### config.mk
export PLATFORM = sky130hd
export DESIGN_NAME = sfd_ram
export DESIGN_NICKNAME = d
export VERILOG_FILES = /design/src/rtl/sfd_ram.sv
export SDC_FILE = /design/constraint.sdc
export NUM_CORES = 2
export LEC_CHECK = 0
export BUFFER_PORTS_ARGS = -buffer_cell sky130_fd_sc_hd__clkbuf_2
export CAP_MARGIN = 10
export CORE_MARGIN = 3
export CORE_UTILIZATION = 57
export CTS_CLUSTER_DIAMETER = 120
export DETAILED_ROUTE_END_ITERATION = 12
export PLACE_DENSITY = 0.86
export SYNTH_ARGS = -nofsm -noshare
export SYNTH_HDL_FRONTEND = slang
export SYNTH_SLANG_ARGS = --single-unit
### constraint.sdc
create_clock -name clk -period 2.6 [get_ports clk]
set_input_delay 0.39 -clock clk [delete_from_list [all_inputs] [get_ports clk]]
set_output_delay 0.39 -clock clk [all_outputs]
set_load 0.05 [all_outputs]
### src/rtl/sfd_ram.sv
`timescale 1ns / 1ps
`default_nettype none

module sfd_ram #(
    parameter int WIDTH = 8,
    parameter int DEPTH = 256
) (
    input  wire logic                     clk,
    input  wire logic                     we,
    input  wire logic [$clog2(DEPTH)-1:0] addr,
    input  wire logic [WIDTH-1:0]         wdata,
    output logic      [WIDTH-1:0]         rdata
);

    logic [WIDTH-1:0] mem [DEPTH];

    // single port, registered read
    always_ff @(posedge clk) begin
        if (we) begin
            mem[addr] <= wdata;
        end
        rdata <= mem[addr];
    end

endmodule

`default_nettype wire

Yosys cells after proc, flatten, opt, wreduce, memory -nomap -nowiden:

Memory sizes are Yosys's and may differ from the RTL's. A register that Yosys moved wholly into a read port is not among the register bits.
Cells that the tools add are included.

* multiplexer cells: 2

Operators by type and width (count)
* $mux 1: 2

* register bits after elaboration: 0
* RAM bits: 2048
* memories: 1

Memories
* mem: depth 256, bits a word 8, rd ports 1, clocked after memory_dff 1, write ports 1, line 15 `logic [WIDTH-1:0] mem [DEPTH];`

Logic depth before layout (Yosys ltp):

* depth after elaboration: 2
* mapped depth: 10
* mapped depth without buffers: 5

Least setup slack after synthesis:

OpenSTA, ideal clock, no wires.

* kind: input to register
* start: input port addr[1]
* end: memory mem[111][0], enable pin
* setup time: 0.370 ns
* data arrival time: 2.239 ns
* setup slack: -0.009 ns
* stages: 9
* cell sequence: buf_2 > clkbuf_1 > clkbuf_1 > nand2_1 > buf_2 > nor2_1 > nand2_1 > clkbuf_1 > nor2_1

RTL lines
* start: declaration: line 10 `input wire logic [$clog2(DEPTH)-1:0] addr,`
* end: declaration: line 15

No word-level cell before the write port.

==> flow_metrics.tcl <==
set metrics [dict create \
    status "completed" \
    netlist_area_sq_mm 0.0785 \
    avgSynthCellArea_sq_um 22.1 \
    die-area_sq_mm 0.142 \
    synth_cells 3547 \
    wl_per_cell_um 35.9 \
    yosysSeqAreaShare_pct 78.6 \
    place_congestion 0.873 \
    drt-met1-wl_um 68300 \
    wl_met3_um 31700 \
    cpMaxStageDelayCell "mux4_2" \
    fillers 7573 \
    ant_nets 0 \
    synth.top_cells.by_count "edfxtp_1 (2048), mux4_2 (512), a22oi_1 (256), nor2_1 (232), clkbuf_1 (145)" \
    drt-pass1-iter-count 6 \
    synth_top_area_share_pct 78.3 \
    grt_pass1_wl_um 315000 \
    root_buffer "clkbuf_16" \
    synth_fp_nets 3565 \
    grt_max_degree 93 \
    coreArea_sq_mm 0.136 \
    fin_crit_sh_pct 98.9 \
    rsz0062_at_grt "no" \
    rows 135 \
    post_cts_buffers 0 \
    tightest_slew_ps 967 \
    synth_top_cell_by_area "edfxtp_1" \
    tritoncts "yes" \
    vias_per_cell 7.18 \
    synth.most_common_cell "edfxtp_1" \
    die_h_um 377 \
    drt_iter0_drc 7869 \
    drive_above_1_share_pct 32.9 \
    yosysWarnings 0 \
    fin_crit_ps 2570 \
    drv_cap 0 \
    utilization_pct 67.2 \
    critPathTopFamily "buffers and inverters" \
    irDropWorstVdd_mv 0.696 \
    cts_made_buffers 190 \
    highest_layer "met5" \
    totalWireLength_um 218000 \
    criticalPathCategory "in2reg" \
    cp_num_buf_inv 5 \
    synth_cell_types 22 \
    ys_seq_elements 2056 \
    io_pins 26 \
    vias 43500 \
    hold_path.class "in2reg" \
    wl_met2_um 105000 \
    clk-insertion-delay-late_ps 840 \
    clock-skew-final_ps 50.8 \
    synthFlopType "edfxtp_1" \
    grt_usage_pct 31.0 \
    synth_edf_count 2048 \
    layout_setup_ws_ps 28.5 \
    dp_slack_ps -1040 \
    cts.htree.levels 4 \
    ctsHoldBuffers 0 \
    ys_async_sr_fraction_pct 0 \
    dp_hpwl_um 122000 \
    slew_headroom_pct 34.7 \
    grt-ovfl-total 0 \
    antenna_found_initial 12 \
    portBuffers 25 \
    setup_violations 0 \
    worstPathMaxFanout 12 \
    drc_errors 0 \
    nets 4129 \
    cp-start-kind "input pin" \
    clk_pin_slew_ps 70 \
    fin_area_sq_mm 0.0914 \
    p_leak_uw 0.0291 \
    cts_buffer_depth 3 \
    crit_required_ps 3270 \
    drv_slew 0 \
    crit_top_cell "buf_4" \
    die_x_um 377 \
    cp_data_arrival_time_ps 3240 \
    max_stage_delay_ps 520 \
    layout-area-overhead-vs-synth_pct 16.5 \
    timing.fmax_mhz 389 \
    critPathCaptureType "flip-flop" \
    path_cells "buf_8 > buf_12 > buf_4 > buf_4 > mux4_2 > a22oi_1 > a21oi_1 > o41ai_1 > buf_4 > nand4_1" \
    clock_sinks 2056 \
    yosys-top-cells-area "edfxtp_1 (78%), mux4_2 (15%), a22oi_1 (2.4%), nor2_1 (1.1%), a21oi_1 (0.82%)" \
    finalHoldViolCount 0 \
    p_per_area_mw_per_mm2 749 \
    initial_core_util_pct 57.7 \
    placed_area_sq_mm 0.0851 \
    grt_pass1_vias 44100 \
]
[registers in the layout (all words and copies together) (netlist names)]
signal,flops
rdata,8
mem,2048
[path summary, 6_finish.rpt]
path | startpoint | depth (start not counted) | slack (ps) | to
max | addr[0] | 10 | 30 | rdata[4]
min | wdata[2] | 1 | 50 | mem[183][2]
max reg2reg | mem[107][7] | 5 | 40 | rdata[7]
min reg2reg | mem[198][7] | 6 | 1100 | rdata[7]
[logic make-up after synthesis]
| kind of cell | synth area share (%) |
|---|---|
| compound gates | 3.62 |
| buf+inv | 1.40 |
| flops | 78.6 |
| mux | 14.7 |
| simple gates | 1.73 |
[timing repair]
item                                    in CTS  in global routing
resized for setup                            4                  3
pin swaps                                    0                  0
endpoints found under the setup margin       3                  3
[final cells by class]
| type | count | area [sq um] | share of cell area (%) |
|---|---|---|---|
| diodes | 17 | 42.5 | 0.0465 |
| clock buffers | 226 | 5000 | 5.46 |
| clock inverters | 122 | 1250 | 1.37 |
| inverters | 1 | 3.75 | 0.00411 |
| multi-input cells | 1258 | 15800 | 17.3 |
| flip-flops and latches | 2056 | 61700 | 67.4 |
| well taps | 1781 | 2230 | 2.44 |
| repair buffers | 604 | 5440 | 5.95 |
[report_power, final]
part | leakage (uW) | switching (uW) | internal [uW]
combinational | 0.00757 | 2270 | 1340
clock | 0.00307 | 12400 | 15900
sequential | 0.0185 | 62.4 | 36500
[per-stage QoR]
step	setup TNS (ps)	instances	hold WS (ps)	power [uW]
6_report	0	6065	54.9	68500
5_1_grt	0	6048	46.9	69800
4_1_cts	0	6048	9.87	68500
3_5_place_dp	-9270	5700	881	40700
3_3_place_gp	-5570	5700	873	40600
2_1_floorplan	-1030	3547	489	39000
[placed cells by master, fill, tap and decap left out, drive strengths merged, types with 30 or more instances in the layout]
master  count
a21oi     128
a22oi     256
buf       581
clkbuf    249
clkinv     91
edfxtp   2048
mux4      512
nor2      232
nor3       30
o41ai      32
[worst reg2reg max path, delay by kind of cell, from the launching register on]
| kind | cells | cell delay, ps |
|---|---|---|
| multiplexers | 1 | 500 |
| flip-flops | 1 | 370 |
| AND/OR/NAND/NOR | 1 | 170 |
| AO/OA/AOI/OAI | 3 | 1400 |
[layer usage]
metal,GRT usage (%),up-vias
met5,0,-
met4,14.7,2
met1,40.2,22000
li1,-,16200
met3,8.63,911
met2,49.3,4384
(Power assumes the default switching activity.)
