--- src/rtl/sfd_pkg.sv ---
`timescale 1ns / 1ps
`default_nettype none

package sfd_pkg;

    // address and page geometry
    localparam int ADDR_W            = 24;
    localparam int PAGE_BYTES        = 256;
    localparam int BUF_AW            = $clog2(PAGE_BYTES);
    localparam int MEM_BYTES_DEFAULT = 262144;

    localparam logic [BUF_AW:0] BUF_FULL  = (BUF_AW + 1)'(PAGE_BYTES);
    localparam logic [15:0] PAGE_LAST_CNT = 16'(PAGE_BYTES - 1);
    localparam logic [15:0] SECTOR_LAST_CNT = 16'hffff;

    // command codes
    localparam logic [7:0] CMD_NONE        = 8'h00;
    localparam logic [7:0] CMD_READ_ID     = 8'h9f;
    localparam logic [7:0] CMD_POWER_DOWN  = 8'hb9;
    localparam logic [7:0] CMD_WRITE_EN    = 8'h06;
    localparam logic [7:0] CMD_WRITE_DIS   = 8'h04;
    localparam logic [7:0] CMD_PAGE_ERASE  = 8'hdb;
    localparam logic [7:0] CMD_SECT_ERASE  = 8'hd8;
    localparam logic [7:0] CMD_PAGE_WRITE  = 8'h02;
    localparam logic [7:0] CMD_PAGE_MODIFY = 8'h0a;
    localparam logic [7:0] CMD_READ        = 8'h03;
    localparam logic [7:0] CMD_FAST_READ   = 8'h0b;
    localparam logic [7:0] CMD_WAKE        = 8'hab;
    localparam logic [7:0] CMD_READ_STATUS = 8'h05;

    // status register bit for write enable
    localparam logic [7:0] STATUS_WEL = 8'h02;
    localparam logic [7:0] ERASED     = 8'hff;

    // request to the shared address unit
    typedef struct packed {
        logic [ADDR_W-1:0] addr;
        logic              fix_range;  // restart at zero when beyond memory
        logic              wrap_page;  // step within the page
    } addr_req_t;

    // answer of the shared address unit
    typedef struct packed {
        logic              in_range;
        logic [ADDR_W-1:0] base;
        logic [ADDR_W-1:0] next;
    } addr_rsp_t;

endpackage

`default_nettype wire

--- src/rtl/sfd_addr_unit.sv ---
`timescale 1ns / 1ps
`default_nettype none

module sfd_addr_unit #(
    parameter int MEM_BYTES = sfd_pkg::MEM_BYTES_DEFAULT
) (
    input  wire sfd_pkg::addr_req_t req,
    output sfd_pkg::addr_rsp_t      rsp
);

    import sfd_pkg::*;

    localparam logic [ADDR_W:0] MEM_LIMIT = (ADDR_W + 1)'(MEM_BYTES);

    logic              in_range;
    logic [ADDR_W-1:0] base;

    // range check, optional restart at zero, then one step forward
    always_comb begin
        in_range = ({1'b0, req.addr} < MEM_LIMIT);
        base     = (req.fix_range && !in_range) ? '0 : req.addr;
        rsp.in_range = in_range;
        rsp.base     = base;
        if (req.wrap_page) begin
            rsp.next = {base[ADDR_W-1:BUF_AW], base[BUF_AW-1:0] + 1'b1};
        end else begin
            rsp.next = base + 1'b1;
        end
    end

endmodule

`default_nettype wire

--- config.mk ---
export PLATFORM = sky130hd
export DESIGN_NAME = sfd_addr_unit
export DESIGN_NICKNAME = d
export VERILOG_FILES = /design/src/rtl/sfd_pkg.sv /design/src/rtl/sfd_addr_unit.sv
export SDC_FILE = /design/constraint.sdc
export NUM_CORES = 1
export LEC_CHECK = 0
export BUFFER_PORTS_ARGS = -buffer_cell sky130_fd_sc_hd__buf_2
export CAP_MARGIN = 20
export CORE_MARGIN = 2
export CORE_UTILIZATION = 38
export DETAILED_ROUTE_END_ITERATION = 10
export MAX_ROUTING_LAYER = met4
export PLACE_DENSITY = 0.84
export RECOVER_POWER = 50
export SETUP_SLACK_MARGIN = 0.1
export SLEW_MARGIN = 20
export SYNTH_ARGS = -nofsm -noshare
export SYNTH_HDL_FRONTEND = slang
export SYNTH_SLANG_ARGS = --single-unit
--- constraint.sdc ---
create_clock -name vclk -period 4.35
set_input_delay 0.87 -clock vclk [all_inputs]
set_output_delay 0.87 -clock vclk [all_outputs]
set_load 0.01 [all_outputs]
=== Word level (Yosys, flattened, before mapping) ===
Cells that the tools add are included.

* Input port bits: 26
* Output and inout port bits: 49
* Word-level logic and storage cells: 7
* Register bits after elaboration: 0

* Reductions and logical operators: 2
* Add/subtract/negate cells: 2
* Multiplexer cells: 2
* Order comparisons: 1

{| class="wikitable"
|+ Operators with widths
! kind !! count
|-
| $mux 24 || 2
|-
| $add 24x1->24 const B || 1
|-
| $lt 24x19->1 const B || 1
|-
| $add 8x1->8 const B || 1
|-
| $logic_and 1x1->1 || 1
|-
| $logic_not 1->1 || 1
|}

=== Depth between registers and ports, before layout ===
Gate-level depths: netlist (run 1).

* Word-level depth: 6
* Mapped depth: 10

=== Worst setup path after synthesis (run 1) ===
OpenSTA, ideal clock, no wires.

* Path kind: input -> output
* Start point: input port req[25] (netlist name)
* End point: output port rsp[16] (netlist name)
* Path slack: 0.367 ns
* Buffers on the path: 1
* Stages on the path: 10
* Data required time: 3.480 ns
* Data arrival time: 3.113 ns
* Cells stage by stage: or4_4 o31ai_4 buf_4 nand2_1 inv_1 ha_1 nand2_1 nor4_4 nand3_1 mux2_2

{| class="wikitable"
|+ RTL lines
! item !! line !! RTL
|-
| start, declared || sfd_addr_unit.sv:7 || <nowiki>input wire sfd_pkg::addr_req_t req,</nowiki>
|-
| end, declared || sfd_addr_unit.sv:8 || <nowiki>output sfd_pkg::addr_rsp_t rsp</nowiki>
|}

==> qor.yml, run 1 <==
grt.total_usage: 0.2092
placed_area_sq_um: 1151
filler_cell_count: 202
fin_nets: 213
row_count: 16
synth_compound_area_frac: 0.06931
synth_area_per_cell_sq_um: 6.770
hold_start: "req[20]"
die-height_microns: 48.67
worstMarginPinSlew_ns: 0.5743
wl_per_cell_microns: 11.71
grt_pass1_wl_microns: 4167
worstHoldPathCells: 3
die_w_microns: 48.67
core_area_sq_um: 1922
min_to: "rsp[48]"
drtIter0Drc: 9
dp_hpwl_microns: 2078
fin_area_sq_um: 1124
multi_input_area_sq_um: 719.4
grt_pass1_vias: 925
yosysSeqAreaShare: 0
slowest_delay_ns: 0.56
peakVddDrop_v: 0.00004107
power.total_uw: 98.98
rsz0062_at_grt: "no"
final.min_clock_period_ns: 4.102
crit_path_frequent_cell: "buf_2"
path_cells: "buf_2, or4_4, o31ai_4, and2_0, ha_1, nand2_1, nor4_4, nand3_1, mux2_2, buf_2"
cp-end-kind: "output port"
port_buffers: 75
met2WireLength_microns: 1284
overflow: 0
path_buf_inv: 2
drt_pass1_iterations: 4
setup_tns_ns: 0
ant_nets: 0
pwr_density_cell_nw_per_um2: 88.10
clkbuf_count: 0
report.final.slew_viol_count: 0
viasPerCell: 5.047
initial_core_util: 0.3945
seqCellArea_sq_um: 0
required_ns: 3.48
total_leakage_power_uw: 0.0005297
routed_wirelength_microns: 2471
num_io_pins: 75
routed-wl-met3_microns: 146
drc: 0
synth_largest_area_cell: "xnor2_1"
grt_start_max_net_pins: 17
cts_hold_buf: 0
crit_family: "simple AND/OR/NAND/NOR gates"
diodes: 0
critPathSlowestCell: "or4_4"
wl_met1_microns: 1023
synth_cells: 112
synth_cell_type_count: 35
synthMuxAreaShare: 0.05776
max_cap_violations: 0
post_cts_buffers: 0
ys_top_cells_by_area: "xnor2_1, and2_1, nor2_1"
antenna_found_initial: 0
setup_viol: 0
gp_congestion: 0.8241
cp_max_fo: 6
die_area_sq_um: 2369
hp-class: "in2out"
crit_path_start_kind: "primary input"
synth_nets: 139
cp.arrival_ns: 3.23
yosysWarnings: 0
maxUsedRoutingLayer: "met4"
final_core_util: 0.5846
netlist_area_sq_um: 758.2
synthSimpleGateAreaFrac: 0.6205
finalHoldViolCount: 0
post-route-period-util: 0.9431
synth_top_family_by_area: "simple AND/OR/NAND/NOR gates"
dr_total_vias: 1065
yosysTopAreaCellShare: 0.1386
area_growth_syn_to_layout_pct: 48.19
crit_type: "in2out"
fmax_ghz: 0.2438
yosys.area_share.xor_xnor: 0.1848
seq_cells: 0
drive_above_1_share: 0.3641
synth_fa_ha_area_frac: 0.01650
ctsResizeCount: 0
slew_headroom: 0.6171
outcome: "finished, final reports clean"
synth_stat cells, types with 2 or more instances:
| library cell | instances |
|---|---|
| nor2b_1 | 5 |
| nand3_1 | 11 |
| mux2_2 | 3 |
| nor3_1 | 3 |
| nor4_1 | 3 |
| and2_1 | 15 |
| nor2_1 | 17 |
| buf_4 | 2 |
| and3_1 | 2 |
| nand2_1 | 5 |
| xnor2_1 | 12 |
| nand4_1 | 4 |
| inv_1 | 4 |
| xor2_1 | 4 |
| a21oi_1 | 2 |
layer usage:
layer,GRT usage,up-vias
met2,0.3904,44
li1,-,537
met4,0.02857,0
met3,0.009259,2
met5,-,-
met1,0.2528,482
cells in the final DEF, fill, tap and decap left out, drive strengths merged:
| cell | n |
|---|---|
| a21oi | 2 |
| and2 | 16 |
| and3 | 3 |
| buf | 56 |
| clkbuf | 20 |
| ha | 1 |
| inv | 4 |
| mux2 | 3 |
| mux2i | 1 |
| nand2 | 5 |
| nand2b | 1 |
| nand3 | 11 |
| nand3b | 1 |
| nand4 | 5 |
| nand4b | 1 |
| nor2 | 17 |
| nor2b | 5 |
| nor3 | 3 |
| nor4 | 4 |
| nor4b | 1 |
| o21ai | 1 |
| o31a | 1 |
| o31ai | 2 |
| or2 | 1 |
| or3 | 1 |
| or4 | 2 |
| xnor2 | 12 |
| xor2 | 4 |
worst min-delay path: stages:
cell	delay [ns]
buf_2	0.13
nor3_1	0.07
clkbuf_1	0.12
metrics by stage:
stage	hold WS (ns)	setup WS (ns)	cells
finish	2.056	0.2476	211
global route	2.085	0.1246	211
CTS	2.055	0.2572	211
detailed placement	2.054	0.2662	211
global placement	2.049	0.3387	211
floorplan	1.800	0.3675	112
logic make-up after synthesis:
group | after synthesis
AOI/OAI and AO/OA | 6
xor gates and xnor gates | 16
and+or+nand+nor | 77
muxes | 4
buffers and inverters | 8
adders and majority gates | 1
worst max path at each step:
stage / start / end / slack [ns] / cells after the start
after floorplan: req[25] / rsp[16] / 0.37 / 10
after global placement: req[25] / rsp[16] / 0.34 / 10
after detailed placement: req[25] / rsp[16] / 0.27 / 10
after CTS: req[25] / rsp[16] / 0.26 / 10
after global routing: req[25] / rsp[16] / 0.12 / 11
final: req[25] / rsp[16] / 0.25 / 10
power by group:
group	internal (uW)	switching (uW)	total, uW
clock network	0	0	0
logic	41.2	57.8	99.0
registers	0	0	0
area by class of cell:
cell class / instances / share of cell area
Inverter: 4 / 0.01336
Multi-Input combinational cell: 104 / 0.6403
Timing Repair Buffer: 76 / 0.3163
Tap cell: 27 / 0.03007
(Power assumes the default switching activity.)
==> run 2, diff against run 1 <==
--- a/config.mk
+++ b/config.mk
@@ -5,13 +5,14 @@
 export SDC_FILE = /design/constraint.sdc
 export NUM_CORES = 1
 export LEC_CHECK = 0
+export ABC_AREA = 1
 export BUFFER_PORTS_ARGS = -buffer_cell sky130_fd_sc_hd__buf_2
 export CAP_MARGIN = 20
 export CORE_MARGIN = 2
-export CORE_UTILIZATION = 38
+export CORE_UTILIZATION = 43
 export DETAILED_ROUTE_END_ITERATION = 10
 export MAX_ROUTING_LAYER = met4
-export PLACE_DENSITY = 0.84
+export PLACE_DENSITY = 0.86
 export RECOVER_POWER = 50
 export SETUP_SLACK_MARGIN = 0.1
 export SLEW_MARGIN = 20
==> qor.yml, run 2 <==
hold_start: "req[2]"
finalHoldViolCount: 0  # unchanged
fin_nets: 283  # +33%
total_leakage_power_uw: 0.0008232  # +55%
placed_cells: 282  # +34%
crit_family: "simple AND/OR/NAND/NOR gates"
cts_hold_buf: 0  # unchanged
yosysMostFrequentCell: "nand2_1"
crit_path_start_kind: "primary input"
required_ns: 3.48  # about the same
drive_above_1_share: 0.3228  # -0.04130
grt.total_usage: 0.2199  # +0.01073
core_area_sq_um: 2191  # +14%
netlist_area_sq_um: 979.7  # +29%
grt_pass1_wl_microns: 4650  # +12%
num_io_pins: 75  # unchanged
final_common_cell: "buf_2"
seq_cells: 0  # unchanged
startpoint: "req[25]"
dr_total_vias: 1317  # +24%
critPathSlowestCell: "nand2_8"
crit_path_frequent_cell: "nand2_1"
synth_nets: 210  # +51%
dp_hpwl_microns: 2509  # +21%
synth_largest_area_cell: "nand2_1"
filler_cell_count: 241  # +19%
max_cap_violations: 0  # unchanged
die_w_microns: 51.73  # +6.3%
setup_viol: 0  # unchanged
peakVddDrop_v: 0.00004585  # +12%
ant_nets: 0  # unchanged
slew_headroom: 0.7945  # +0.1773
seqCellArea_sq_um: 0  # unchanged
place_ws_ns: 0.6604  # +0.3942 ns
port_buffers: 75  # unchanged
yosysSeqAreaShare: 0  # unchanged
ctsResizeCount: 0  # unchanged
fmax_ghz: 0.2648  # +8.6%
viasPerCell: 4.670  # -7.5%
path_cells: "buf_2, nor2_1, nand3_1, nand2_8, inv_6, nor2_1, ha_1, nand4_1, nor2_4, nand4_2, inv_1, nand2_1, nand2_1, nand2_1, buf_2"
antenna_found_initial: 0  # unchanged
grt_start_max_net_pins: 29  # +12
multi_input_area_sq_um: 752.0  # +4.5%
setup_tns_ns: 0  # unchanged
internal-power_uw: 38.47  # -6.6%
drt_pass1_iterations: 4  # unchanged
cp_max_fo: 28  # +22
clkbuf_count: 0  # unchanged
row_count: 17  # +1
drc: 0  # unchanged
wl_per_cell_microns: 9.901  # -15%
overflow: 0  # unchanged
path_buf_inv: 4  # +2
report.final.slew_viol_count: 0  # unchanged
synth_area_per_cell_sq_um: 5.353  # -21%
fin_cells: 282  # +34%
synth_cell_type_count: 26  # -26%
final_cell_mix: "buf_2, nand2_1, inv_1"
routed_wirelength_microns: 2792  # +13%
die_area_sq_um: 2676  # +13%
crit_type: "in2out"
diodes: 0  # unchanged
gp_congestion: 0.8599  # +4.3%
clkPwrFrac: 0  # unchanged
final.setup.worst_slack_ns: 0.5737  # +0.3261 ns
initial_core_util: 0.4472  # +0.05264
final.min_clock_period_ns: 3.776  # -0.3261 ns
synth_cells: 183  # +63%
ys_top_cells_by_count: "nand2_1, inv_1, nand3_1"
swShare: 0.6275  # +0.04340
slowest_delay_ns: 0.24  # -0.32 ns
p_seq_frac: 0  # unchanged
outcome: "finished, final reports clean"
yosysWarnings: 0  # unchanged
hp-class: "in2out"
rsz0062_at_grt: "no"
cp.arrival_ns: 2.91  # -0.32 ns
post-route-period-util: 0.8681  # -0.07495
switchingPower_uw: 64.80  # +12%
yosysTopAreaCellShare: 0.1609  # +0.02231
post_cts_buffers: 0  # unchanged
drtIter0Drc: 16  # +7
worstMarginPinSlew_ns: 0.3072  # -0.2672 ns
cp-end-kind: "output port"
pwr_density_cell_nw_per_um2: 79.21  # -10%
die-height_microns: 51.73  # +6.3%
power_frac_comb: 1.000  # about the same
grt_pass1_vias: 1189  # +29%
ys_top_cells_by_area: "nand2_1, inv_1, nand3_1"
area_growth_syn_to_layout_pct: 33.08
run 2: metrics by stage:
stage	utilization	area [sq um]	power (uW)	hold WS [ns]
final	0.5951	1304	103.3	2.029
after global routing	0.5951	1304	115.3	2.046
after CTS	0.6191	1356	108.9	2.026
after detailed placement	0.6191	1356	108.4	2.023
after global placement	0.6191	1356	107.6	2.026
after floorplan	-	979.7	62.12	1.822
run 2: area by class of cell:
class,instances,share of cell area
multi-input combinational,138,0.5768
timing repair buffer,75,0.2745
inverter,41,0.1219
tap,28,0.02687
run 2: final timing paths:
| path | slack [ns] | cells past startpoint | endpoint |
|---|---|---|---|
| hold / removal | 2.03 | 3 | rsp[0] |
| setup / recovery | 0.57 | 15 | rsp[16] |
run 2: cell families after synthesis:
logic type               share of synthesized area
AO/OA/AOI/OAI                             0.005104
XOR/XNOR                                   0.09834
adder cells (fa/ha/maj)                    0.01277
buffers and inverters                       0.1967
AND/OR/NAND/NOR                             0.6871
run 2: tightest hold or removal path, cell delays in order:
cell and delay (ns):
buf_2 0.09, nand2_1 0.06, buf_2 0.14
run 2: per-layer routing:
| layer | routed length [microns] | global-route usage |
|---|---|---|
| met2 | 1339 | 0.4124 |
| met5 | 0 | - |
| met1 | 1245 | 0.2626 |
| met4 | 14 | 0.03509 |
| met3 | 193 | 0.01149 |
run 2: power groups by stage:
stage          registers (uW)  clock network, uW  logic [uW]
3_3_place_gp                0                  0         108
4_1_cts                     0                  0         109
3_5_place_dp                0                  0         108
2_1_floorplan               0                  0        62.1
6_report                    0                  0         103
5_1_grt                     0                  0         115
==> run 3, diff against run 2 <==
--- a/config.mk
+++ b/config.mk
@@ -8,11 +8,13 @@
 export ABC_AREA = 1
 export BUFFER_PORTS_ARGS = -buffer_cell sky130_fd_sc_hd__buf_2
 export CAP_MARGIN = 20
+export CELL_PAD_IN_SITES_DETAIL_PLACEMENT = 0
+export CELL_PAD_IN_SITES_GLOBAL_PLACEMENT = 1
 export CORE_MARGIN = 2
-export CORE_UTILIZATION = 43
+export CORE_UTILIZATION = 25
 export DETAILED_ROUTE_END_ITERATION = 10
 export MAX_ROUTING_LAYER = met4
-export PLACE_DENSITY = 0.86
+export PLACE_DENSITY_LB_ADDON = 0.1
 export RECOVER_POWER = 50
 export SETUP_SLACK_MARGIN = 0.1
 export SLEW_MARGIN = 20
==> qor.yml, run 3 (same netlist as run 2, synthesis figures left out) <==
die-height_microns: 66.60  # +29%
drive_above_1_share: 0.3228  # unchanged
power.total_uw: 104.1  # +0.85%
cts_hold_buf: 0  # unchanged
outcome: "finished, final reports clean"
overflow: 0  # unchanged
seq_cells: 0  # unchanged
grt_util_met2: 0.2525  # -0.1599
crit_family: "simple AND/OR/NAND/NOR gates"
critPathSlowestCell: "nand2_8"
crit_path_start_kind: "primary input"
fin_nets: 283  # unchanged
clkbuf_count: 0  # unchanged
rsz0062_at_grt: "no"
port_buffers: 75  # unchanged
cp.arrival_ns: 2.91  # about the same
area_growth_syn_to_layout_pct: 35.89
placed_cells: 302  # +7.1%
grt_pass1_vias: 1218  # +2.4%
hold_start: "req[2]"
slew_headroom: 0.7992  # +0.004709
wl_per_cell_microns: 10.39  # +4.9%
initial_core_util: 0.2636  # -0.1835
pwr_density_cell_nw_per_um2: 78.23  # -1.2%
peakVddDrop_v: 0.00003551  # -23%
viasPerCell: 4.325  # -7.4%
die_w_microns: 66.60  # +29%
crit_type: "in2out"
final_common_cell: "buf_2"
worstHoldPathCells: 3  # unchanged
filler_cell_count: 483  # +100%
antenna_found_initial: 0  # unchanged
setup_tns_ns: 0  # unchanged
report.final.slew_viol_count: 0  # unchanged
post-route-period-util: 0.8683  # about the same
routed_wirelength_microns: 3137  # +12%
globalRouteMet1Util: 0.1948  # -0.06786
busiest_layer: "met2"
slowest_delay_ns: 0.23  # about the same
path_buf_inv: 4  # unchanged
finalHoldViolCount: 0  # unchanged
fmax_ghz: 0.2648  # about the same
multi_input_area_sq_um: 757.0  # +0.67%
post_cts_buffers: 0  # unchanged
num_io_pins: 75  # unchanged
worstMarginPinSlew_ns: 0.3001  # -0.007037 ns
final_cell_mix: "buf_2, nand2_1, inv_1"
row_count: 22  # +5
final.min_clock_period_ns: 3.777  # +0.0007140 ns
ant_nets: 0  # unchanged
diodes: 0  # unchanged
fin_cells: 302  # +7.1%
min_to: "rsp[0]"
crit_path_frequent_cell: "nand2_1"
required_ns: 3.48  # about the same
die_area_sq_um: 4436  # +66%
cp-end-kind: "output port"
cp_max_fo: 28  # unchanged
seqCellArea_sq_um: 0  # unchanged
hp-class: "in2out"
core_area_sq_um: 3716  # +70%
grt_pass1_wl_microns: 5112  # +9.9%
total_leakage_power_uw: 0.0008163  # -0.83%
ctsResizeCount: 0  # unchanged
drtIter0Drc: 30  # +14
grt.total_usage: 0.1449  # -0.07502
path_cells: "buf_2, nor2_1, nand3_1, nand2_8, inv_6, nor2_1, ha_1, nand4_1, nor2_4, nand4_2, inv_1, nand2_1, nand2_1, nand2_1, buf_2"
setup_viol: 0  # unchanged
dp_hpwl_microns: 2770  # +10%
use_met3: 0.01182  # +0.0003301
dr_total_vias: 1306  # -0.84%
grt_start_max_net_pins: 29  # unchanged
drc: 0  # unchanged
drt_pass1_iterations: 4  # unchanged
gp_congestion: 0.8138  # -5.4%
max_cap_violations: 0  # unchanged
[run 3: changes by cell type in the layout (fill, tap and decap cells not counted), sizes merged]
cell    before  now
clkbuf      14   16
buf         61   59
[run 3: where the power goes]
group	switching, uW	internal (uW)
logic	65.7	38.4
clock network	0	0
registers	0	0
total	65.7	38.4
[run 3: layout make-up]
class | count | share of cell area
multi-input combinational | 138 | 0.5686
timing repair buffer | 75 | 0.2669
inverter | 41 | 0.1194
tap | 48 | 0.04511
[run 3: how the worst max path moves through the flow]
stage | from | cells past startpoint | to | slack, ns
3_5_place_dp | req[22] | 15 | rsp[16] | 0.63
6_report | req[22] | 15 | rsp[16] | 0.57
5_1_grt | req[22] | 14 | rsp[20] | 0.26
4_1_cts | req[22] | 15 | rsp[16] | 0.62
2_1_floorplan | req[20] | 12 | rsp[14] | 0.86
3_3_place_gp | req[22] | 13 | rsp[14] | 0.68
[run 3: layer usage]
metal / vias to the layer above / routed length, microns
met2: 50 / 1408
met3: 0 / 258
met4: 0 / 0
met5: - / 0
met1: 560 / 1470
li1: 696 / -
[run 3: per-stage QoR]
stage,hold slack (ns),utilization,worst slack [ns],instance area (sq um)
detailed placement,2.019,0.3717,0.6275,1381
global placement,2.035,0.3717,0.6837,1381
global route,2.054,0.3582,0.2568,1331
floorplan,1.822,-,0.8599,979.7
finish,2.022,0.3582,0.5729,1331
CTS,2.022,0.3717,0.6209,1381
