## config.mk

```make
export PLATFORM = sky130hd
export DESIGN_NAME = sfd_ctrl
export DESIGN_NICKNAME = d
export VERILOG_FILES = /design/src/rtl/sfd_pkg.sv /design/src/rtl/sfd_ctrl.sv
export SDC_FILE = /design/constraint.sdc
export NUM_CORES = 1
export LEC_CHECK = 0
export ABC_AREA = 1
export ABC_CLOCK_PERIOD_IN_PS = 2900
export BUFFER_PORTS_ARGS = -buffer_cell sky130_fd_sc_hd__buf_2
export CAP_MARGIN = 20
export CORE_MARGIN = 3
export CORE_UTILIZATION = 52
export DETAILED_ROUTE_END_ITERATION = 6
export GPL_TIMING_DRIVEN = 0
export PLACE_DENSITY = 0.75
export SLEW_MARGIN = 20
export SYNTH_ARGS = -nofsm -noshare
export SYNTH_HDL_FRONTEND = slang
export SYNTH_SLANG_ARGS = --single-unit
```

## constraint.sdc

```tcl
create_clock -name aclk -period 2.9 [get_ports aclk]
set_clock_uncertainty 0.15 [all_clocks]
set_input_delay 0.29 -clock aclk [delete_from_list [all_inputs] [get_ports aclk]]
set_output_delay 0.29 -clock aclk [all_outputs]
set_load 0.05 [all_outputs]
```

## src/rtl/sfd_pkg.sv

```systemverilog
`timescale 1ns / 1ps
`default_nettype none

package sfd_pkg;

    // address and page geometry
    localparam int ADDR_W            = 24;
    localparam int PAGE_BYTES        = 256;
    localparam int BUF_AW            = $clog2(PAGE_BYTES);
    localparam int MEM_BYTES_DEFAULT = 262144;

    localparam logic [BUF_AW:0] BUF_FULL  = (BUF_AW + 1)'(PAGE_BYTES);
    localparam logic [15:0] PAGE_LAST_CNT = 16'(PAGE_BYTES - 1);
    localparam logic [15:0] SECTOR_LAST_CNT = 16'hffff;

    // command codes
    localparam logic [7:0] CMD_NONE        = 8'h00;
    localparam logic [7:0] CMD_READ_ID     = 8'h9f;
    localparam logic [7:0] CMD_POWER_DOWN  = 8'hb9;
    localparam logic [7:0] CMD_WRITE_EN    = 8'h06;
    localparam logic [7:0] CMD_WRITE_DIS   = 8'h04;
    localparam logic [7:0] CMD_PAGE_ERASE  = 8'hdb;
    localparam logic [7:0] CMD_SECT_ERASE  = 8'hd8;
    localparam logic [7:0] CMD_PAGE_WRITE  = 8'h02;
    localparam logic [7:0] CMD_PAGE_MODIFY = 8'h0a;
    localparam logic [7:0] CMD_READ        = 8'h03;
    localparam logic [7:0] CMD_FAST_READ   = 8'h0b;
    localparam logic [7:0] CMD_WAKE        = 8'hab;
    localparam logic [7:0] CMD_READ_STATUS = 8'h05;

    // status register bit for write enable
    localparam logic [7:0] STATUS_WEL = 8'h02;
    localparam logic [7:0] ERASED     = 8'hff;

    // request to the shared address unit
    typedef struct packed {
        logic [ADDR_W-1:0] addr;
        logic              fix_range;  // restart at zero when beyond memory
        logic              wrap_page;  // step within the page
    } addr_req_t;

    // answer of the shared address unit
    typedef struct packed {
        logic              in_range;
        logic [ADDR_W-1:0] base;
        logic [ADDR_W-1:0] next;
    } addr_rsp_t;

endpackage

`default_nettype wire

```

## src/rtl/sfd_ctrl.sv

```systemverilog
`timescale 1ns / 1ps
`default_nettype none

module sfd_ctrl #(
    parameter int MEM_BYTES = sfd_pkg::MEM_BYTES_DEFAULT
) (
    input  wire logic                         aclk,
    input  wire logic                         aresetn,
    input  wire logic [23:0]                  device_id,
    // input transactions
    input  wire logic                         s_tvalid,
    output logic                              s_tready,
    input  wire logic [7:0]                   s_tdata,
    input  wire logic                         s_tuser,
    // result transactions
    output logic                              m_tvalid,
    input  wire logic                         m_tready,
    output logic [7:0]                        m_tdata,
    // shared address unit
    output sfd_pkg::addr_req_t                au_req,
    input  wire sfd_pkg::addr_rsp_t           au_rsp,
    // flash array port
    output logic                              flash_we,
    output logic [$clog2(MEM_BYTES)-1:0]      flash_addr,
    output logic [7:0]                        flash_wdata,
    input  wire logic [7:0]                   flash_rdata,
    // page buffer port
    output logic                              buf_we,
    output logic [sfd_pkg::BUF_AW-1:0]        buf_addr,
    output logic [7:0]                        buf_wdata,
    input  wire logic [7:0]                   buf_rdata
);

    import sfd_pkg::*;

    localparam int FLASH_AW = $clog2(MEM_BYTES);

    typedef enum logic [9:0] {
        S_CLEAR   = 10'b00_0000_0001,
        S_IDLE    = 10'b00_0000_0010,
        S_EXEC    = 10'b00_0000_0100,
        S_RDDATA  = 10'b00_0000_1000,
        S_FILL_RD = 10'b00_0001_0000,
        S_FILL_WR = 10'b00_0010_0000,
        S_ERASE   = 10'b00_0100_0000,
        S_PROG_RD = 10'b00_1000_0000,
        S_PROG_WR = 10'b01_0000_0000,
        S_RESP    = 10'b10_0000_0000
    } state_t;

    state_t            state_reg, state_next;
    logic [7:0]        cmd_reg, cmd_next;
    logic [BUF_AW:0]   bf_reg, bf_next;
    logic [1:0]        abl_reg, abl_next;
    logic [ADDR_W-1:0] bp_reg, bp_next;
    logic [ADDR_W-1:0] ps_reg, ps_next;
    logic              pw_reg, pw_next;
    logic              we_reg, we_next;
    logic [ADDR_W-1:0] walk_reg, walk_next;
    logic [15:0]       cnt_reg, cnt_next;
    logic              op_reg, op_next;
    logic [7:0]        din_reg, din_next;
    logic [7:0]        res_reg, res_next;
    logic              mv_reg, mv_next;
    logic [7:0]        md_reg, md_next;

    logic              is_write_cmd;
    logic              out_free;
    logic [ADDR_W-1:0] erase_base;
    logic [15:0]       erase_cnt;
    logic [ADDR_W-1:0] flash_sel;
    logic [BUF_AW:0]   bf_dec;
    logic              powered_eff;
    logic [7:0]        prog_val;

    assign s_tready = (state_reg == S_IDLE);
    assign m_tvalid = mv_reg;
    assign m_tdata  = md_reg;
    assign out_free = !mv_reg || m_tready;

    assign is_write_cmd = (cmd_reg == CMD_PAGE_WRITE) || (cmd_reg == CMD_PAGE_MODIFY);
    assign flash_addr   = flash_sel[FLASH_AW-1:0];
    assign bf_dec       = (bf_reg != '0) ? bf_reg - 1'b1 : bf_reg;
    assign powered_eff  = pw_reg || (din_reg == CMD_WAKE);
    assign prog_val     = ({1'b0, cnt_reg[BUF_AW-1:0]} < bf_reg) ? buf_rdata : ERASED;

    // erase block start and length, page or 64 KiB sector
    always_comb begin
        if (cmd_reg == CMD_SECT_ERASE) begin
            erase_base = {ps_reg[ADDR_W-1:16], 16'h0000};
            erase_cnt  = SECTOR_LAST_CNT;
        end else begin
            erase_base = {ps_reg[ADDR_W-1:BUF_AW], {BUF_AW{1'b0}}};
            erase_cnt  = PAGE_LAST_CNT;
        end
    end

    // request mux for the shared address unit
    always_comb begin
        au_req.addr      = walk_reg;
        au_req.fix_range = 1'b0;
        au_req.wrap_page = 1'b0;
        case (state_reg)
            S_EXEC: begin
                au_req.addr      = bp_reg;
                au_req.fix_range = 1'b1;
                au_req.wrap_page = is_write_cmd;
            end
            S_FILL_RD: begin
                au_req.addr      = bp_reg;
                au_req.fix_range = 1'b1;
                au_req.wrap_page = 1'b1;
            end
            S_PROG_WR: begin
                au_req.wrap_page = 1'b1;
            end
            default: begin
            end
        endcase
    end

    // sequencer
    always_comb begin
        state_next  = state_reg;
        cmd_next    = cmd_reg;
        bf_next     = bf_reg;
        abl_next    = abl_reg;
        bp_next     = bp_reg;
        ps_next     = ps_reg;
        pw_next     = pw_reg;
        we_next     = we_reg;
        walk_next   = walk_reg;
        cnt_next    = cnt_reg;
        op_next     = op_reg;
        din_next    = din_reg;
        res_next    = res_reg;
        mv_next     = mv_reg && !m_tready;
        md_next     = md_reg;
        flash_sel   = walk_reg;
        flash_we    = 1'b0;
        flash_wdata = ERASED;
        buf_we      = 1'b0;
        buf_addr    = bf_reg[BUF_AW-1:0];
        buf_wdata   = din_reg;

        case (state_reg)
            // fill the array with the erased value after reset
            S_CLEAR: begin
                if (au_rsp.in_range) begin
                    flash_we  = 1'b1;
                    walk_next = au_rsp.next;
                    // the largest array ends at the top of the address space
                    if (walk_reg == {ADDR_W{1'b1}}) begin
                        state_next = S_IDLE;
                    end
                end else begin
                    state_next = S_IDLE;
                end
            end

            S_IDLE: begin
                if (s_tvalid) begin
                    op_next    = s_tuser;
                    din_next   = s_tdata;
                    state_next = S_EXEC;
                end
            end

            S_EXEC: begin
                res_next   = 8'h00;
                state_next = S_RESP;
                flash_sel  = au_rsp.base;
                if (op_reg) begin
                    // chip select released: finish pending operations
                    if (cmd_reg != CMD_NONE && we_reg) begin
                        case (cmd_reg)
                            CMD_PAGE_MODIFY: begin
                                if (bf_reg < BUF_FULL) begin
                                    state_next = S_FILL_RD;
                                end else begin
                                    walk_next  = erase_base;
                                    cnt_next   = erase_cnt;
                                    state_next = S_ERASE;
                                end
                            end
                            CMD_PAGE_ERASE, CMD_SECT_ERASE: begin
                                walk_next  = erase_base;
                                cnt_next   = erase_cnt;
                                state_next = S_ERASE;
                            end
                            CMD_PAGE_WRITE: begin
                                walk_next  = ps_reg;
                                cnt_next   = '0;
                                state_next = S_PROG_RD;
                            end
                            default: begin
                            end
                        endcase
                    end
                end else if (cmd_reg == CMD_NONE) begin
                    // command byte
                    cmd_next = din_reg;
                    bf_next  = '0;
                    bp_next  = '0;
                    abl_next = '0;
                    if (din_reg == CMD_WAKE) begin
                        pw_next = 1'b1;
                    end
                    if (powered_eff) begin
                        if (din_reg == CMD_READ_ID) begin
                            bf_next = (BUF_AW + 1)'(3);
                        end
                        if (din_reg == CMD_POWER_DOWN) begin
                            pw_next = 1'b0;
                        end
                        if (din_reg == CMD_WRITE_EN) begin
                            we_next = 1'b1;
                        end
                        if (din_reg == CMD_WRITE_DIS) begin
                            we_next = 1'b0;
                        end
                        if (din_reg inside {CMD_PAGE_ERASE, CMD_SECT_ERASE, CMD_PAGE_WRITE,
                                            CMD_PAGE_MODIFY, CMD_READ, CMD_FAST_READ}) begin
                            abl_next = 2'd3;
                        end
                    end
                end else if (!pw_reg) begin
                    res_next = 8'h00;
                end else if (abl_reg != 2'd0) begin
                    // address byte, most significant first
                    abl_next = abl_reg - 2'd1;
                    bp_next  = {bp_reg[ADDR_W-9:0], din_reg};
                    ps_next  = {bp_reg[ADDR_W-9:0], din_reg};
                    if (cmd_reg == CMD_FAST_READ) begin
                        bf_next = (BUF_AW + 1)'(1);
                    end
                end else begin
                    case (cmd_reg)
                        CMD_READ_ID: begin
                            bf_next = bf_dec;
                            case (bf_dec)
                                (BUF_AW + 1)'(0): res_next = device_id[7:0];
                                (BUF_AW + 1)'(1): res_next = device_id[15:8];
                                (BUF_AW + 1)'(2): res_next = device_id[23:16];
                                default:          res_next = 8'h00;
                            endcase
                        end
                        CMD_READ_STATUS: begin
                            res_next = we_reg ? STATUS_WEL : 8'h00;
                        end
                        CMD_READ, CMD_FAST_READ: begin
                            if (bf_reg != '0) begin
                                bf_next = bf_reg - 1'b1;
                            end else begin
                                bp_next    = au_rsp.next;
                                state_next = S_RDDATA;
                            end
                        end
                        CMD_PAGE_WRITE, CMD_PAGE_MODIFY: begin
                            if (bf_reg < BUF_FULL) begin
                                buf_we     = 1'b1;
                                bf_next    = bf_reg + 1'b1;
                                bp_next    = au_rsp.next;
                                state_next = S_RDDATA;
                            end
                        end
                        default: begin
                        end
                    endcase
                end
            end

            // old data from the array
            S_RDDATA: begin
                res_next   = flash_rdata;
                state_next = S_RESP;
            end

            // page modify: complete the buffer from the array
            S_FILL_RD: begin
                flash_sel  = au_rsp.base;
                bp_next    = au_rsp.next;
                state_next = S_FILL_WR;
            end

            S_FILL_WR: begin
                buf_we    = 1'b1;
                buf_wdata = flash_rdata;
                bf_next   = bf_reg + 1'b1;
                if (bf_reg + 1'b1 < BUF_FULL) begin
                    state_next = S_FILL_RD;
                end else begin
                    walk_next  = erase_base;
                    cnt_next   = erase_cnt;
                    state_next = S_ERASE;
                end
            end

            // one byte erased per cycle
            S_ERASE: begin
                flash_we  = au_rsp.in_range;
                walk_next = au_rsp.next;
                if (cnt_reg == '0) begin
                    we_next = 1'b0;
                    if (cmd_reg == CMD_PAGE_MODIFY) begin
                        walk_next  = ps_reg;
                        state_next = S_PROG_RD;
                    end else begin
                        state_next = S_RESP;
                    end
                end else begin
                    cnt_next = cnt_reg - 1'b1;
                end
            end

            // program: read array and buffer, then write back the and
            S_PROG_RD: begin
                buf_addr   = cnt_reg[BUF_AW-1:0];
                state_next = S_PROG_WR;
            end

            S_PROG_WR: begin
                flash_we    = au_rsp.in_range;
                flash_wdata = flash_rdata & prog_val;
                walk_next   = au_rsp.next;
                buf_addr    = cnt_reg[BUF_AW-1:0];
                if (cnt_reg[BUF_AW-1:0] == {BUF_AW{1'b1}}) begin
                    we_next    = 1'b0;
                    state_next = S_RESP;
                end else begin
                    cnt_next   = cnt_reg + 1'b1;
                    state_next = S_PROG_RD;
                end
            end

            // hand the result to the output register
            S_RESP: begin
                if (out_free) begin
                    mv_next    = 1'b1;
                    md_next    = res_reg;
                    state_next = S_IDLE;
                    if (op_reg) begin
                        cmd_next = CMD_NONE;
                    end
                end
            end

            default: begin
                state_next = S_IDLE;
            end
        endcase
    end

    // control state
    always_ff @(posedge aclk) begin
        if (!aresetn) begin
            state_reg <= S_CLEAR;
            cmd_reg   <= CMD_NONE;
            bf_reg    <= '0;
            abl_reg   <= '0;
            bp_reg    <= '0;
            ps_reg    <= '0;
            pw_reg    <= 1'b1;
            we_reg    <= 1'b0;
            walk_reg  <= '0;
            cnt_reg   <= '0;
            mv_reg    <= 1'b0;
        end else begin
            state_reg <= state_next;
            cmd_reg   <= cmd_next;
            bf_reg    <= bf_next;
            abl_reg   <= abl_next;
            bp_reg    <= bp_next;
            ps_reg    <= ps_next;
            pw_reg    <= pw_next;
            we_reg    <= we_next;
            walk_reg  <= walk_next;
            cnt_reg   <= cnt_next;
            mv_reg    <= mv_next;
        end
    end

    // payload
    always_ff @(posedge aclk) begin
        op_reg  <= op_next;
        din_reg <= din_next;
        res_reg <= res_next;
        md_reg  <= md_next;
    end

endmodule

`default_nettype wire

```

* After elaboration in Yosys (flattened, before gate mapping)
Cells that the tools add are included.
Operators by class: $add $sub $neg 5, $lt $le $gt $ge 3, equality and inequality tests 57, mux-type cells 104, bitwise logic cells 3, reductions and logical operators 43
Operators by type and width (count):
- 24-bit 2-to-1 mux | 13
- 10-bit 2-to-1 mux | 14
- 16-bit 2-to-1 mux | 8
- 24-bit one-hot mux with 5 select lines | 1
- 10-bit one-hot mux with 10 select lines | 1
- 8-bit 2-to-1 mux | 12
- 24-bit one-hot mux with 2 select lines | 2
- 8-bit == test (second input constant) | 9
- 24-bit one-hot mux with 3 select lines | 1
- 16-bit one-hot mux with 4 select lines | 1
- 9-bit 2-to-1 mux | 7
- 16-bit one-hot mux with 3 select lines | 1
- 8-bit one-hot mux with 2 select lines | 3
- 9-bit one-hot mux with 2 select lines | 2
- 8-bit by 2-bit == test with 1-bit output (second input constant) | 4
- 8-bit by 4-bit == test with 1-bit output (second input constant) | 4
- 10-bit one-hot mux with 3 select lines | 1
- 2-bit inequality test (second input constant) | 14
- 25-bit 2-to-1 mux | 1
- 24-bit == test (second input constant) | 1
- 8-bit by 3-bit == test with 1-bit output (second input constant) | 3
- 8-bit one-hot mux with 3 select lines | 1
- 10-bit one-hot mux with 2 select lines | 1
- 1-bit 2-to-1 mux | 19
- 53 further kinds | 91
Word-level totals: register bits after elaboration 145, bits of input ports 102

* Longest topological paths before layout
depth in word-level cells 10, mapped depth 16, gate-level depth less buffers 16

* Least setup slack after synthesis
Ideal clock, no wire load.
path kind register to output, start point register state_reg[1], end point output au_req[22] (netlist name), arrival 2.369 ns, slack 0.091 ns, cell stages (with the launch flop) 10, path buffers 1, cells stage by stage dfxtp_1 nor2_1 nand2_1 inv_2 nand4_2 inv_2 nor2_4 inv_2 clkbuf_1 o21ai_0
RTL lines:
- from (decl) | RTL line sfd_ctrl.sv:51 | state_t state_reg, state_next;
- from (signal assigned) | RTL line sfd_ctrl.sv:369 | state_reg <= state_next;
- to (decl) | RTL line sfd_ctrl.sv:20 | output sfd_pkg::addr_req_t au_req,

* Worst setup path in the final report
start point register cnt_reg[7], end point output flash_wdata[5]
Between the ends: cells in the longest elaborated chain, start to end 4
RTL lines:
- from (decl) | RTL line sfd_ctrl.sv:60 | logic [15:0] cnt_reg, cnt_next;
- from (signal assigned) | RTL line sfd_ctrl.sv:378 | cnt_reg <= cnt_next;
- 8-bit by 9-bit less-than comparator with 1-bit output | RTL line sfd_ctrl.sv:85 | assign prog_val = ({1'b0, cnt_reg[BUF_AW-1:0]} < bf_reg) ? buf_rdata : ERASED;
- 8-bit 2-to-1 mux | RTL line sfd_ctrl.sv:85
- 8-bit bitwise AND | RTL line sfd_ctrl.sv:324 | flash_wdata = flash_rdata & prog_val;
- 8-bit 2-to-1 mux | RTL line sfd_ctrl.sv:146 | case (state_reg)
- to (decl) | RTL line sfd_ctrl.sv:25 | output logic [7:0] flash_wdata,
No other way between the ends.

==> impl_metrics.csv <==
group,metric,value,unit
run_status,status,"finished, final reports clean",
synth,synthMuxAreaShare,0,%
synth,async_reset_ff_share,0,%
min_path,min_from,"m_tready",
finish,layout-drive-gt1-share,18.3,%
synth,yosys.area_share.adder,3.49,%
placement,post-place-cells,2008,
synth,synth_compound_area_share,14.1,%
synth,netlist_area,0.00989,mm2
timing,setup-violations-final,0,
clock_tree,cts_tree,"yes",
routing,route.vias.total,11400,
timing,max_slew_margin,47.7,%
synth,synth_top_area_cell,"dfxtp_1",
global_routing,grt_pass1_wl,51300,um
timing,slew_violations,0,
synth,ys.flop_type,"dfxtp_1",
clock_tree,clock_path_buffers,2,
synth,synth_seq_area_share,31.9,%
synth,synth_most_common_cell,"nand2_1",
timing,fmax,353,MHz
finish,final_core_util,65.3,%
setup_path,r2r-start,"state_reg[4]",
setup_path,critPathMaxFanout,8,
synth,avgSynthCellArea,6.16,um2
finish,syn_to_final_growth,21.0,%
timing,fin_crit_sh,97.6,%
setup_path,reg2reg_to,"cnt_reg[14]",
power_and_ir_drop,peakVddDrop,0.000436,V
floorplanning,core_region_area,0.0183,mm2
global_routing,gr-usage-met2,50.0,%
min_path,hold_depth,4,
floorplanning,dieArea,0.0207,mm2
routing,viasPerCell,5.54,
power_and_ir_drop,power_leakage,6.03,nW
setup_path,end_kind,"output pin",
synth,synth_xor_area_share,0.974,%
synth,synth_nets,1733,
routing,ant_nets,0,
floorplanning,num_io_pins,182,
timing,hold_viol_final,0,
global_routing,grt_overflow_total,0,
finish,n_antenna_cell,0,
clock_tree,htree_levels,4,
placement,post-place-ws,-315,ps
min_path,holdCritPathClass,"in -> reg",
setup_path,ff2ff_path_depth,15,
synth,synth_area_leaders,"dfxtp_1 (24%), nand2_1 (19%), nor2_1 (8.7%), edfxtp_1 (7.6%), o21ai_0 (6.6%)",
timing,setup_tns,0,ps
timing,worst_slew_pin_slew,779,ps
finish,finalNonFillerCells,2057,
placement,dp_hpwl,25800,um
routing,drt-wirelength-per-cell,16.3,um
global_routing,grt.met1_usage,44.9,%
floorplanning,num_rows,49,
power_and_ir_drop,power_density,469,mW/mm2
synth,synth_seq_cells,145,
clock_tree,cts.clk_slew.worst_paths,70,ps
synth,synthDistinctLibCells,48,
placement,portBuffers,175,
floorplanning,start_util,53.9,%
setup_path,ff2ff_setup_slack,140,ps
routing,drt_iter0_markers,1101,
global_routing,grt-busiest-layer,"met2",
global_routing,grt_util_all_layers,31.4,%
synth,synth_top_family_by_area,"simple AND/OR/NAND/NOR gates",
power_and_ir_drop,power.total,0.00561,W
flow_run,cap_violations,0,
floorplanning,die_w,144,um
routing,drt_first_pass_iters,5,
global_routing,grt_pass1_vias,10100,
synth,synthTopCellsByCount,"nand2_1 (506), nor2_1 (228), inv_1 (142), o21ai_0 (131), dfxtp_1 (120)",
synth,yosysWarnings,0,
setup_path,path_class,"reg -> out",
floorplanning,fp.dieH,144,um
synth,synth_edf_count,25,
placement,gp_congestion,0.964,
finish,layout.nets,1944,
timing,rsz0062_at_grt,"true",
global_routing,grt.met3_usage,4.79,%
setup_path,required,2460,ps
routing,wirelength,33500,um
clock_tree,clk_latency,430,ps
min_path,holdPathEnd,"m_tvalid",
synth,postSynthCellCount,1604,
synth,yosys.area_share.simple,40.5,%
clock_tree,clock_sinks,145,
setup_path,start_kind,"flip-flop",
routing,drc_errors,0,
setup_path,arrival,2390,ps
global_routing,grt_max_degree,20,
timing,timing.final.ws_setup,68.6,ps
clock_tree,cts_root_buf,"clkbuf_16",
timing,min_period,2830,ps
global_routing,antenna_found_initial,0,
synth,synth_top_area_share,24.3,%
clock_tree,numCtsBuffers,17,
[metrics by stage]
| step | hold WS (ps) | cell area (um2) |
|---|---|---|
| floorplan | 239 | 9890 |
| global placement | 252 | 11100 |
| detailed placement | 255 | 11100 |
| CTS | 15.9 | 11800 |
| global route | 39.1 | 12000 |
| finish | 21.7 | 12000 |
[how the worst max path moves through the flow]
stage	slack [ps]	start	endpoint	cells after the start
finish	70	cnt_reg[7]	flash_wdata[5]	8
global route	-50	state_reg[6]	cnt_reg[12]	15
CTS	6	state_reg[4]	buf_we	8
detailed placement	-320	state_reg[4]	cnt_reg[14]	15
global placement	-210	state_reg[4]	cnt_reg[14]	15
floorplan	90	state_reg[1]	au_req[22]	9
[report_power, final]
group,leakage (nW),switching (W),internal [W]
combinational,4.53,0.000873,0.000377
sequential,1.22,0.0000575,0.00210
clock,0.289,0.00101,0.00119
total,6.03,0.00194,0.00367
[repair_timing]
action,4_1_cts,5_1_grt
gates resized for setup,31,52
setup endpoints to repair,68,92
cloned,0,0
hold buffers,9,0
hold endpoints to repair,9,0
setup buffers,4,7
pin swaps,1,12
[kinds of logic (layout without fill, tap and decap cells)]
family	Yosys count	after routing
xor gates and xnor gates	11	11
adders and majority gates	27	27
and+or+nand+nor	937	937
AOI/OAI and AO/OA	265	265
DFF	145	145
buffers and inverters	219	443
[final cells by class]
cell class | instances | area [um2]
fillers | 1723 | 6360
multi-input cells | 1240 | 5920
flip-flops and latches | 145 | 3160
repair buffers | 195 | 1100
inverters | 160 | 607
clock buffers | 18 | 450
plain buffers | 56 | 309
well taps | 229 | 287
clock inverters | 14 | 129
[placed cells by master (no fill, tap or decap), types with 9 or more instances in the layout]
master         count
clkbuf_16         18
nor2_4            11
o21ai_0          120
dlygate4sd3_1      9
dfxtp_2            9
ha_1              26
nor3_1            11
a21oi_1           90
inv_1            139
inv_2             17
o21ai_1           18
nand2_1          504
nor2_1           227
buf_2            171
dfxtp_1          111
buf_4             33
nand3_1          113
xor2_1             9
clkbuf_1          23
nand4_1           32
edfxtp_1          25
[per-layer routing]
metal / vias up / part of all wire [%]
met2: 577 / 45
met5: - / 0
li1: 5615 / -
met1: 5163 / 45
met4: 0 / 1.5
met3: 41 / 9.5
[critical path, stage by stage, from the launching register on]
cell and delay, ps:
dfxtp_1 550, ha_1 300, nand2_1 140, nor2_1 80
o211ai_1 130, o2111ai_4 280, o21ai_2 210, nand2_1 70
buf_4 190
Note: power is estimated with default switching activity, not from simulation.
